[src/rtl/core/timestamped_input_history_ring_unit_assert.svh]
// assertion macros for the timestamped input history ring unit
// no dependencies; included by the file that carries concurrent checks
`ifndef TIMESTAMPED_INPUT_HISTORY_RING_UNIT_ASSERT_SVH
`define TIMESTAMPED_INPUT_HISTORY_RING_UNIT_ASSERT_SVH

`ifndef SYNTH
`define TIHR_ASSERT_IMPLY(label, clk, rst_n, ante, cons) \
    label: assert property (@(posedge clk) disable iff (!rst_n) (ante) |-> (cons)) \
        else $error("tihr check failed: same cycle implication");
`define TIHR_ASSERT_NEXT(label, clk, rst_n, ante, cons) \
    label: assert property (@(posedge clk) disable iff (!rst_n) (ante) |=> (cons)) \
        else $error("tihr check failed: next cycle implication");
`else
`define TIHR_ASSERT_IMPLY(label, clk, rst_n, ante, cons)
`define TIHR_ASSERT_NEXT(label, clk, rst_n, ante, cons)
`endif

`endif

[src/rtl/core/tihr_pkg.sv]
`timescale 1ns / 1ps
// shared types and constants of the timestamped input history ring unit
// no dependencies
package tihr_pkg;

    localparam int DATA_W  = 16;
    localparam int DUR_W   = 16;
    localparam int FRAME_W = 32;
    localparam int GAP_W   = 8;
    localparam int LIMIT_W = 5;
    localparam int STAT_W  = 2;

    localparam logic [GAP_W-1:0] GAP_RESET = 8'd15;
    localparam logic [DUR_W-1:0] DUR_MAX   = 16'hFFFF;

    // request kinds
    localparam logic REQ_INSERT = 1'b0;
    localparam logic REQ_QUERY  = 1'b1;

    // response status codes
    localparam logic [STAT_W-1:0] ST_ACCEPT = 2'd0;
    localparam logic [STAT_W-1:0] ST_STALE  = 2'd1;
    localparam logic [STAT_W-1:0] ST_ITEM   = 2'd2;
    localparam logic [STAT_W-1:0] ST_NONE   = 2'd3;

    typedef enum logic [1:0] {
        S_IDLE,
        S_WALK,
        S_DONE
    } t_state;

    // per cell command
    typedef struct packed {
        logic shift;   // take the entry of the younger neighbor (or the new entry)
        logic rotate;  // take the entry of the older neighbor
        logic bump;    // saturating duration increment
    } t_cell_ctl;

endpackage

[src/rtl/core/tihr_cell.sv]
`timescale 1ns / 1ps
// one history cell: word, duration and start frame of one entry
// depends on tihr_pkg
module tihr_cell import tihr_pkg::*; #(
    parameter int WORD_W = 16
) (
    input  logic               i_clk,
    input  logic               i_rst_n,
    input  t_cell_ctl          i_ctl,
    input  logic [WORD_W-1:0]  i_sh_word,
    input  logic [DUR_W-1:0]   i_sh_dur,
    input  logic [FRAME_W-1:0] i_sh_frame,
    input  logic [WORD_W-1:0]  i_rot_word,
    input  logic [DUR_W-1:0]   i_rot_dur,
    input  logic [FRAME_W-1:0] i_rot_frame,
    output logic [WORD_W-1:0]  o_word,
    output logic [DUR_W-1:0]   o_dur,
    output logic [FRAME_W-1:0] o_frame
);

    logic [WORD_W-1:0]  r_word;
    logic [DUR_W-1:0]   r_dur;
    logic [FRAME_W-1:0] r_frame;

    always_ff @(posedge i_clk) begin
        if (!i_rst_n) begin
            r_word  <= '0;
            r_dur   <= '0;
            r_frame <= '0;
        end else if (i_ctl.shift) begin
            r_word  <= i_sh_word;
            r_dur   <= i_sh_dur;
            r_frame <= i_sh_frame;
        end else if (i_ctl.rotate) begin
            r_word  <= i_rot_word;
            r_dur   <= i_rot_dur;
            r_frame <= i_rot_frame;
        end else if (i_ctl.bump && (r_dur != DUR_MAX)) begin
            r_dur <= r_dur + 1'b1;
        end
    end

    assign o_word  = r_word;
    assign o_dur   = r_dur;
    assign o_frame = r_frame;

endmodule

[config.mk]
export PLATFORM = sky130hd
export DESIGN_NAME = tihr_cell
export DESIGN_NICKNAME = d
export VERILOG_FILES = /design/src/rtl/core/timestamped_input_history_ring_unit_assert.svh /design/src/rtl/core/tihr_pkg.sv /design/src/rtl/core/tihr_cell.sv
export SDC_FILE = /design/constraint.sdc
export NUM_CORES = 1
export LEC_CHECK = 0
export ABC_AREA = 1
export BUFFER_PORTS_ARGS = -buffer_cell sky130_fd_sc_hd__buf_2
export CELL_PAD_IN_SITES_DETAIL_PLACEMENT = 1
export CELL_PAD_IN_SITES_GLOBAL_PLACEMENT = 1
export CORE_MARGIN = 1
export CORE_UTILIZATION = 31
export DETAILED_ROUTE_END_ITERATION = 10
export PLACE_DENSITY = 0.9
export SYNTH_ARGS = -nofsm -noshare
export SYNTH_HDL_FRONTEND = slang
export SYNTH_SLANG_ARGS = --single-unit
[constraint.sdc]
create_clock -name i_clk -period 2.8 [get_ports i_clk]
set_input_delay 0.14 -clock i_clk [delete_from_list [all_inputs] [get_ports i_clk]]
set_output_delay 0.14 -clock i_clk [all_outputs]
set_load 0.05 [all_outputs]
# After elaboration in Yosys (flattened, before gate mapping)

Index checks and enable logic that the tools add are counted.

Add/subtract/negate cells: 1
Equal/unequal tests: 1
Muxes and demuxes: 7
Reductions and logical operators: 3

Operators with widths:

| kind                                                            | number |
|---|---|
| 16-bit 2-to-1 mux                                               | 5 |
| 32-bit 2-to-1 mux                                               | 2 |
| 16-bit by 1-bit adder with 16-bit output, second input constant | 1 |
| 16-bit != test, second input constant                           | 1 |
| 3-bit nonzero test                                              | 1 |
| 2-bit nonzero test                                              | 1 |
| 1-bit logical AND                                               | 1 |

Register bits after elaboration: 64
Input port bits: 133
Logic and storage cells: 15

# Longest topological paths before layout

Gate-level depths: netlist (run 1).

Word-level depth: 5
Mapped depth: 10
Gate-level depth less buffers: 10

# Least setup slack after synthesis (run 1)

Ideal clock, no wire load.

Kind: reg-to-reg
Start: reg r_dur[0] (netlist: o_dur[0])
End: reg r_dur[2] (netlist: o_dur[2])
Arrival time: 1891 ps
Setup slack: 794 ps
Cell stages (with the launch flop): 10
Period minus slack after synthesis: 2006 ps
Cells stage by stage: dfxtp_1 -> ha_1 -> nand2_1 -> nor2_2 -> nand2_2 -> o21ai_4 -> nand2_4 -> buf_6 -> o21ai_1 -> nor2_1

Cells in the longest elaborated chain, start to end: 4
Elaborated cells on any way between the ends: 7
Those cells by class: add/sub: 1; eq/ne: 1; mux: 3; reduce/logical: 2

Ends and longest elaborated chain:

| item                                     | RTL line        | source |
|---|---|---|
| from (decl)                              | tihr_cell.sv:22 | `logic [DUR_W-1:0] r_dur;` |
| from (signal assigned)                   | tihr_cell.sv:32 | `r_dur <= i_sh_dur;` |
| from (signal assigned)                   | tihr_cell.sv:36 | `r_dur <= i_rot_dur;` |
| from (signal assigned)                   | tihr_cell.sv:39 | `r_dur <= r_dur + 1'b1;` |
| 16-bit by 1-bit adder with 16-bit output | tihr_cell.sv:39 |  |
| 16-bit 2-to-1 mux                        | tihr_cell.sv:38 | `end else if (i_ctl.bump && (r_dur != DUR_MAX)) begin` |
| 16-bit 2-to-1 mux                        | tihr_cell.sv:34 | `end else if (i_ctl.rotate) begin` |
| 16-bit 2-to-1 mux                        | tihr_cell.sv:30 | `end else if (i_ctl.shift) begin` |

Several ways; a longest one is shown, not always the timed one. The select of a mux whose other input is x is not followed.
A chain may end at the register's enable or synchronous reset.

# Worst setup path in the final report (run 1)

Start: reg r_dur[0] (netlist: o_dur[0])
End: reg r_dur[3] (netlist: o_dur[3])

Same word-level chain as after synthesis.

==> impl_table.tex, run 1 <==
\begin{tabular}{lr}
\hline
Metric & Value \\
\hline
\multicolumn{2}{l}{\textbf{Global route}} \\
Remaining global-route overflow & 0 \\
Initial antenna violation count & 1 \\
Number of global-route vias before repair & 4668 \\
Global-route usage over all layers & 23.3\% \\
Pin count of the biggest net entering global routing & 65 \\
Wire length of the first global-routing pass & 21400 um \\
\multicolumn{2}{l}{\textbf{Synthesis}} \\
Synth area leader & dfxtp\_1 \\
Leading post-synthesis cells by cell area & dfxtp\_1 (36\%), nand2\_1 (19\%), nand3\_1 (15\%) \\
Compound-cell area share of the yosys netlist & around a tenth \\
Share of synthesized cell area in full adder, half adder and majority cells & less than 1\% \\
Ranking of synthesized cells by instance count & nand2\_1 (182), nand3\_1 (107), inv\_1 (81) \\
Fraction of post-synthesis cell area in the top cell type by area & about 36\% \\
Ys async rst share & 0\% \\
Syn nets & between 700 and 800 \\
Post-synthesis instance area & 3550 um2 \\
Post-synthesis sequential area ratio & approximately 36\% \\
Leading cell type by number of instances after synthesis & nand2\_1 \\
Area fraction in and, or, nand and nor cells after synthesis & between 40\% and 50\% \\
Flip-flop cell with the highest count after synthesis & dfxtp\_1 \\
Combinational family with the most area after synthesis & simple AND/OR/NAND/NOR gates \\
Mux contribution to synthesized area & 0\% \\
Number of distinct library cells after synthesis & 27 \\
Share of the synthesized netlist area taken by xor and xnor gates & 0.247\% \\
Count of flip-flops with a built-in enable after synthesis & 0 \\
Cells after synthesis & $\sim$580 \\
Synthesized area per cell & a little over 6 um2 \\
Total number of yosys warnings & 0 \\
Number of flip-flops and latches in the synthesized netlist & 64 \\
\multicolumn{2}{l}{\textbf{Final layout}} \\
Area of all placed cells without fillers & around 5000 um2 \\
Fraction of final layout cells with drive strength greater than 1 & between 20\% and 30\% \\
Total Nets Final & between 800 and 900 \\
Antenna Cells & 0 \\
Area grow syn2layout & 37.0\% \\
\multicolumn{2}{l}{\textbf{STA}} \\
Slew @ Worst Pin & between 0.9 and 1 ns \\
Unrepaired setup endpoints after global routing & no \\
Final period util & a little under 70\% \\
Final hold vios & 0 \\
Highest clock frequency the design can meet & approximately 520 MHz \\
Fin crit period & slightly below 2 ns \\
Setup violation total in the final timing report & 0 \\
Number of slew-limit violations in the final report & 0 \\
Worst hold slack & roughly 0.11 ns \\
Post-Route Setup TNS & 0 ns \\
Worst setup skew after layout & between 0.003 and 0.004 ns \\
Normalized max-slew margin & a little over a third \\
Worst path setup slack after routing & between 0.8 and 0.9 ns \\
\multicolumn{2}{l}{\textbf{Placed design}} \\
Final estimated routing congestion in global placement & about 0.9 \\
Post-place setup slack & between 0.8 and 0.9 ns \\
Post-detail-place hpwl & between 9000 and 10000 um \\
IO Port Bufs & roughly 200 \\
Standard cell area after detailed placement & 4600 um2 \\
\multicolumn{2}{l}{\textbf{Die}} \\
Die Span Y & between 100 and 150 um \\
Top Ports & slightly below 200 \\
Initial core utilization & between 30\% and 40\% \\
Std-Cell Core Area & about 11000 um2 \\
Die boundary width & 109 um \\
Die footprint & 11900 um2 \\
Number of rows created at floorplan & 38 \\
\multicolumn{2}{l}{\textbf{Clocking}} \\
CTS tree & built \\
Maximum count of clock buffers along a single path & 2 \\
Buffer type at the clock tree root & clkbuf\_16 \\
Clock-pin slew reported for the worst setup and hold paths after clock tree synthesis & about 0.050 ns \\
Clock latency on the worst-skew pair & $\sim$0.33 ns \\
CTS Sinks & 64 \\
Number of clock buffers inserted by TritonCTS & 9 \\
CTS H-tree lvls & 3 \\
Post-CTS Setup Inserts & 0 \\
Number of buffers inserted for hold repair after clock tree synthesis & 0 \\
Cells resized by post-CTS repair & 0 \\
\multicolumn{2}{l}{\textbf{Detailed routing}} \\
Total detailed-routing wirelength & between 10000 and 15000 um \\
Detailed-route via count & 4442 \\
Count of routing violations after the opening detailed-route iteration & around 130 \\
Number of remaining DRC errors & 0 \\
Initial DRT Pass Iterations & 4 \\
Remaining number of nets flagged by the antenna check after routing & 0 \\
Via density & 4.95 \\
Routed wirelength normalized by instance count & 15.0 um \\
\multicolumn{2}{l}{\textbf{Min path}} \\
Count of cells along the worst hold path & 5 \\
Startpoint of the most critical hold path & i\_sh\_frame[8] \\
Class of the most critical hold timing path & primary input to register \\
Hold worst-path end & o\_frame[8] \\
\multicolumn{2}{l}{\textbf{Worst setup path}} \\
Buffers plus inverters on the worst setup path & 0 \\
Critical Path Fanout Max & 18 \\
RR Endpoint & o\_dur[3] \\
Kind of end point of the critical path & register \\
Depth of the most critical reg-to-reg path & 8 \\
Launch instance of the worst register-to-register path & o\_dur[0] \\
Required time of the critical path & between 3 and 4 ns \\
Worst Setup Start Kind & register \\
Setup slack of the most critical reg-to-reg path & $\sim$0.86 ns \\
Worst-path cell with the longest stage delay & dfxtp\_1 \\
CP max stage delay & $\sim$0.44 ns \\
Endpoint arrival time on the critical path & 2.15 ns \\
Crit path kind & register to register \\
Critical path cell sequence & ha\_1 > nand2\_1 > nor2\_2 > nand2\_2 > o21ai\_4 > nand2\_4 > o21ai\_0 > nor2\_1 \\
Critical path's top delay family & simple AND/OR/NAND/NOR gates \\
\multicolumn{2}{l}{\textbf{Power and ir drop}} \\
Power Dens Cells & about 560 nW/um2 \\
Leakage power figure & 2.83 nW \\
Worst ir drop on vdd & between 0.2 and 0.3 mV \\
\multicolumn{2}{l}{\textbf{Outcome}} \\
Status & complete, no violations \\
\multicolumn{2}{l}{\textbf{Flow run}} \\
Max-Cap Viols & 0 \\
\hline
\end{tabular}
==> through the flow <==
stage | util [%] | total power (W) | cells
floorplan | - | 0.00151 | 576
global placement | 41.9 | 0.00171 | 884
detailed placement | 41.9 | 0.00174 | 884
CTS | 44.3 | 0.00278 | 897
global route | 44.3 | 0.00288 | 897
finish | 44.3 | 0.00274 | 897
==> how the worst max path moves through the flow <==
stage	start	to	depth (start not counted)
floorplan	o_dur[0]	o_dur[2]	9
global placement	i_ctl[1]	o_dur[12]	8
detailed placement	o_dur[0]	o_dur[4]	8
CTS	o_dur[0]	o_dur[4]	8
global route	o_dur[0]	o_dur[10]	8
finish	o_dur[0]	o_dur[3]	8
==> logic make-up (layout without fill, tap and decap cells) <==
logic type	count (synthesis)	after routing
AND/OR/NAND/NOR	335	335
buffers and inverters	117	298
flip-flops	64	64
AO/OA/AOI/OAI	58	58
adder cells (fa/ha/maj)	1	1
XOR/XNOR	1	1
==> flip-flops by register name, indices dropped and copies added (netlist names) <==
name and flops:
o_word 16, o_frame 32, o_dur 16
==> metal layers <==
layer,global-route usage (%),up-vias,share of wire (%)
met1,23.9,2069,39
met3,5.80,34,6.8
met4,10.5,2,2.6
met5,0,-,0.074
met2,43.8,157,51
li1,-,2180,-
==> worst min-delay path, stage by stage <==
cell,delay (ns)
buf_2,0.08
nand2_1,0.04
nand3_1,0.07
nand2_1,0.04
inv_1,0.04
==> report_power, final <==
part / switching (W) / internal [W] / leakage [nW] / total [W]
Combinational: 0.000479 / 0.000208 / 2.17 / 0.000687
Sequential: 0.0000574 / 0.000978 / 0.531 / 0.00104
Clock: 0.000389 / 0.000631 / 0.130 / 0.00102
Total: 0.000925 / 0.00182 / 2.83 / 0.00274
==> cell type report <==
cell class              count  area (um2)
well taps                 140         175
repair buffers            202        1030
multi-input cells         395        1810
inverters                  83         312
flip-flops and latches     64        1280
clock buffers              12         256
clock inverters             1        5.00
fillers                  1524        6120
==> cells in the final DEF (no fill, tap or decap), drive strengths merged <==
master / synthesis / final
a21o: 1 / 1
a21oi: 10 / 10
a22oi: 11 / 11
buf: 16 / 202
clkbuf: 18 / 12
clkinv: 1 / 1
dfxtp: 64 / 64
ha: 1 / 1
inv: 82 / 83
nand2: 186 / 186
nand3: 107 / 107
nand4: 4 / 4
nor2: 37 / 37
nor3: 1 / 1
o211ai: 3 / 3
o21ai: 19 / 19
o22ai: 14 / 14
xnor2: 1 / 1
(Power assumes the default switching activity.)
==> run 2: changes to the inputs <==
CORE_UTILIZATION = 29   (was 31)
PLACE_DENSITY = 0.86   (was 0.9)
clock period = 2 ns   (was 2.8 ns; I/O delays follow)
==> impl_table.tex, run 2 (synthesized netlist as in run 1, its figures left out) <==
\begin{tabular}{lr}
\hline
Metric & Value \\
\hline
\multicolumn{2}{l}{\textbf{Detailed routing}} \\
Number of remaining DRC errors & 0 (unchanged) \\
Count of routing violations after the opening detailed-route iteration & 204 (+52\%) \\
Via density & 4.83 (-2.5\%) \\
Detailed-route via count & 4390 (-1.2\%) \\
Remaining number of nets flagged by the antenna check after routing & 0 (unchanged) \\
Routed wirelength normalized by instance count & 14.2 um (-5.3\%) \\
Total detailed-routing wirelength & 13000 um (-4.0\%) \\
Initial DRT Pass Iterations & 4 (unchanged) \\
\multicolumn{2}{l}{\textbf{STA}} \\
Setup violation total in the final timing report & 0 (unchanged) \\
Fin crit period & 1.79 ns (-0.144 ns) \\
Unrepaired setup endpoints after global routing & no \\
Number of slew-limit violations in the final report & 0 (unchanged) \\
Final hold vios & 0 (unchanged) \\
Post-Route Setup TNS & 0 ns (unchanged) \\
Slew @ Worst Pin & 0.620 ns (-0.341 ns) \\
Final period util & 89.7\% (+21 points) \\
Normalized max-slew margin & 58.7\% (+23 points) \\
Worst hold slack & 0.0692 ns (-0.0365 ns) \\
Worst setup skew after layout & 0.000519 ns (-0.00343 ns) \\
Highest clock frequency the design can meet & 557 MHz (+8.0\%) \\
\multicolumn{2}{l}{\textbf{Worst setup path}} \\
Buffers plus inverters on the worst setup path & 0 (unchanged) \\
Kind of end point of the critical path & register \\
Required time of the critical path & 2.21 ns (-0.80 ns) \\
Endpoint arrival time on the critical path & 2.01 ns (-0.14 ns) \\
Worst Setup Start Kind & register \\
Worst-path cell with the longest stage delay & dfxtp\_1 \\
Critical path cell sequence & ha\_1 > nand2\_1 > nor2\_2 > nand2\_2 > o21ai\_4 > nand2\_4 > o21ai\_0 > nor2\_1 \\
Critical path's top delay family & simple AND/OR/NAND/NOR gates \\
Crit path kind & register to register \\
Critical Path Fanout Max & 18 (unchanged) \\
CP max stage delay & 0.42 ns (-0.02 ns) \\
\multicolumn{2}{l}{\textbf{Die}} \\
Die Span Y & 113 um (+3.3\%) \\
Initial core utilization & 29.7\% (-2.6 points) \\
Die boundary width & 113 um (+3.3\%) \\
Die footprint & 12700 um2 (+6.8\%) \\
Top Ports & 197 (unchanged) \\
Number of rows created at floorplan & 40 (+5.3\%) \\
Std-Cell Core Area & 12000 um2 (+8.9\%) \\
\multicolumn{2}{l}{\textbf{Global route}} \\
Remaining global-route overflow & 0 (unchanged) \\
Global-route usage over all layers & 20.8\% (-2.5 points) \\
Pin count of the biggest net entering global routing & 51 (-22\%) \\
Number of global-route vias before repair & 4400 (-5.7\%) \\
Wire length of the first global-routing pass & 21000 um (-1.7\%) \\
Initial antenna violation count & 0 (-1) \\
\multicolumn{2}{l}{\textbf{Placed design}} \\
IO Port Bufs & 196 (unchanged) \\
Final estimated routing congestion in global placement & 0.865 (-3.7\%) \\
Post-detail-place hpwl & 9560 um (-3.4\%) \\
\# placed instances & 893 (+1.0\%) \\
\multicolumn{2}{l}{\textbf{Power and ir drop}} \\
Leakage power figure & 2.89 nW (+1.9\%) \\
Share of total power in combinational logic & 22.8\% (-2.3 points) \\
Power Internal & 0.00289 W (+59\%) \\
Worst ir drop on vdd & 0.491 mV (+84\%) \\
Total power after layout & 0.00423 W (+54\%) \\
Sequential cell fraction of total power & 34.1\% (-3.7 points) \\
Clock group share of total power & 43.1\% (+5.9 points) \\
Power Dens Cells & 847 nW/um2 (+50\%) \\
Net switching power figure & 0.00135 W (+46\%) \\
Sw frac & 31.8\% (-1.9 points) \\
\multicolumn{2}{l}{\textbf{Clocking}} \\
Number of buffers inserted for hold repair after clock tree synthesis & 0 (unchanged) \\
CTS H-tree lvls & 3 (unchanged) \\
Buffer type at the clock tree root & clkbuf\_16 \\
CTS tree & built \\
Clock-pin slew reported for the worst setup and hold paths after clock tree synthesis & 0.06 ns (about the same) \\
Maximum count of clock buffers along a single path & 2 (unchanged) \\
CTS Sinks & 64 (unchanged) \\
Cells resized by post-CTS repair & 0 (unchanged) \\
Number of clock buffers inserted by TritonCTS & 9 (unchanged) \\
Clock latency on the worst-skew pair & 0.32 ns (about the same) \\
Post-CTS Setup Inserts & 0 (unchanged) \\
\multicolumn{2}{l}{\textbf{Final layout}} \\
Antenna Cells & 0 (unchanged) \\
Flip-flop and latch area & 1280 um2 (about the same) \\
Number of flip-flops in the largest register & 32 (unchanged) \\
Fraction of final layout cells with drive strength greater than 1 & 30.4\% (+0.72 points) \\
Fill cells & 1646 (+8.0\%) \\
Most used cells in the layout excluding fill and tap cells & buf\_2 (196), nand2\_1 (182), nand3\_1 (107) \\
Total Nets Final & 891 (+0.22\%) \\
Area of the multi-input gates & 1810 um2 (unchanged) \\
Most frequent standard cell in the layout excluding fill and tap cells & buf\_2 \\
Final core utilization & 41.8\% (-2.5 points) \\
Area grow syn2layout & 40.8\% \\
Final Instance Count excl. Fillers & 909 (+1.3\%) \\
\multicolumn{2}{l}{\textbf{Outcome}} \\
Status & complete, no violations \\
\multicolumn{2}{l}{\textbf{Min path}} \\
Class of the most critical hold timing path & primary input to register \\
\multicolumn{2}{l}{\textbf{Flow run}} \\
Max-Cap Viols & 0 (unchanged) \\
\hline
\end{tabular}
run 2: worst reg2reg max path, cell delays in order, from the launching register on:
cell and delay (ns):
dfxtp_1 0.42, ha_1 0.24, nand2_1 0.08, nor2_2 0.15, nand2_2 0.12, o21ai_4 0.22, nand2_4 0.17, o21ai_0 0.22
nor2_1 0.07
run 2: layer usage:
metal / routed length, um / track usage (%) / vias up
met5: 0 / 0 / -
met4: 132 / 6.22 / 0
met3: 984 / 5.08 / 9
met2: 6260 / 37.6 / 148
met1: 5580 / 24.0 / 2043
li1: - / - / 2190
run 2: path summary, 6_finish.rpt:
| path | start | endpoint | slack (ns) | depth (start not counted) |
|---|---|---|---|---|
| worst min register to register | o_word[10] | o_word[10] | 0.54 | 4 |
| worst max register to register | o_dur[1] | o_dur[4] | 0.21 | 8 |
| worst max-delay path | o_dur[1] | o_dur[4] | 0.21 | 8 |
| worst min-delay path | i_sh_word[1] | o_word[1] | 0.07 | 5 |
run 2: power groups by stage:
stage	Sequential (W)	Clock, W	Combinational [W]
2_1_floorplan	0.00178	0	0.000331
3_3_place_gp	0.00147	0	0.000954
3_5_place_dp	0.00147	0	0.000971
4_1_cts	0.00145	0.00186	0.000974
5_1_grt	0.00146	0.00192	0.00105
6_report	0.00145	0.00182	0.000964
run 2: cell type report:
cell class | instances | share of cell area, %
Inverter | 83 | 6.23
Multi-Input combinational cell | 395 | 36.2
Timing Repair Buffer | 204 | 21.3
Clock buffer | 9 | 4.51
Tap cell | 147 | 3.68
Sequential cell | 64 | 25.7
Clock inverter | 7 | 2.40
run 2: stage by stage:
stage | setup slack [ns] | instance area, um2
2_1_floorplan | 0.00516 | 3550
3_3_place_gp | 0.286 | 4650
3_5_place_dp | 0.230 | 4650
4_1_cts | 0.205 | 5000
5_1_grt | 0.00906 | 5000
6_report | 0.205 | 5000
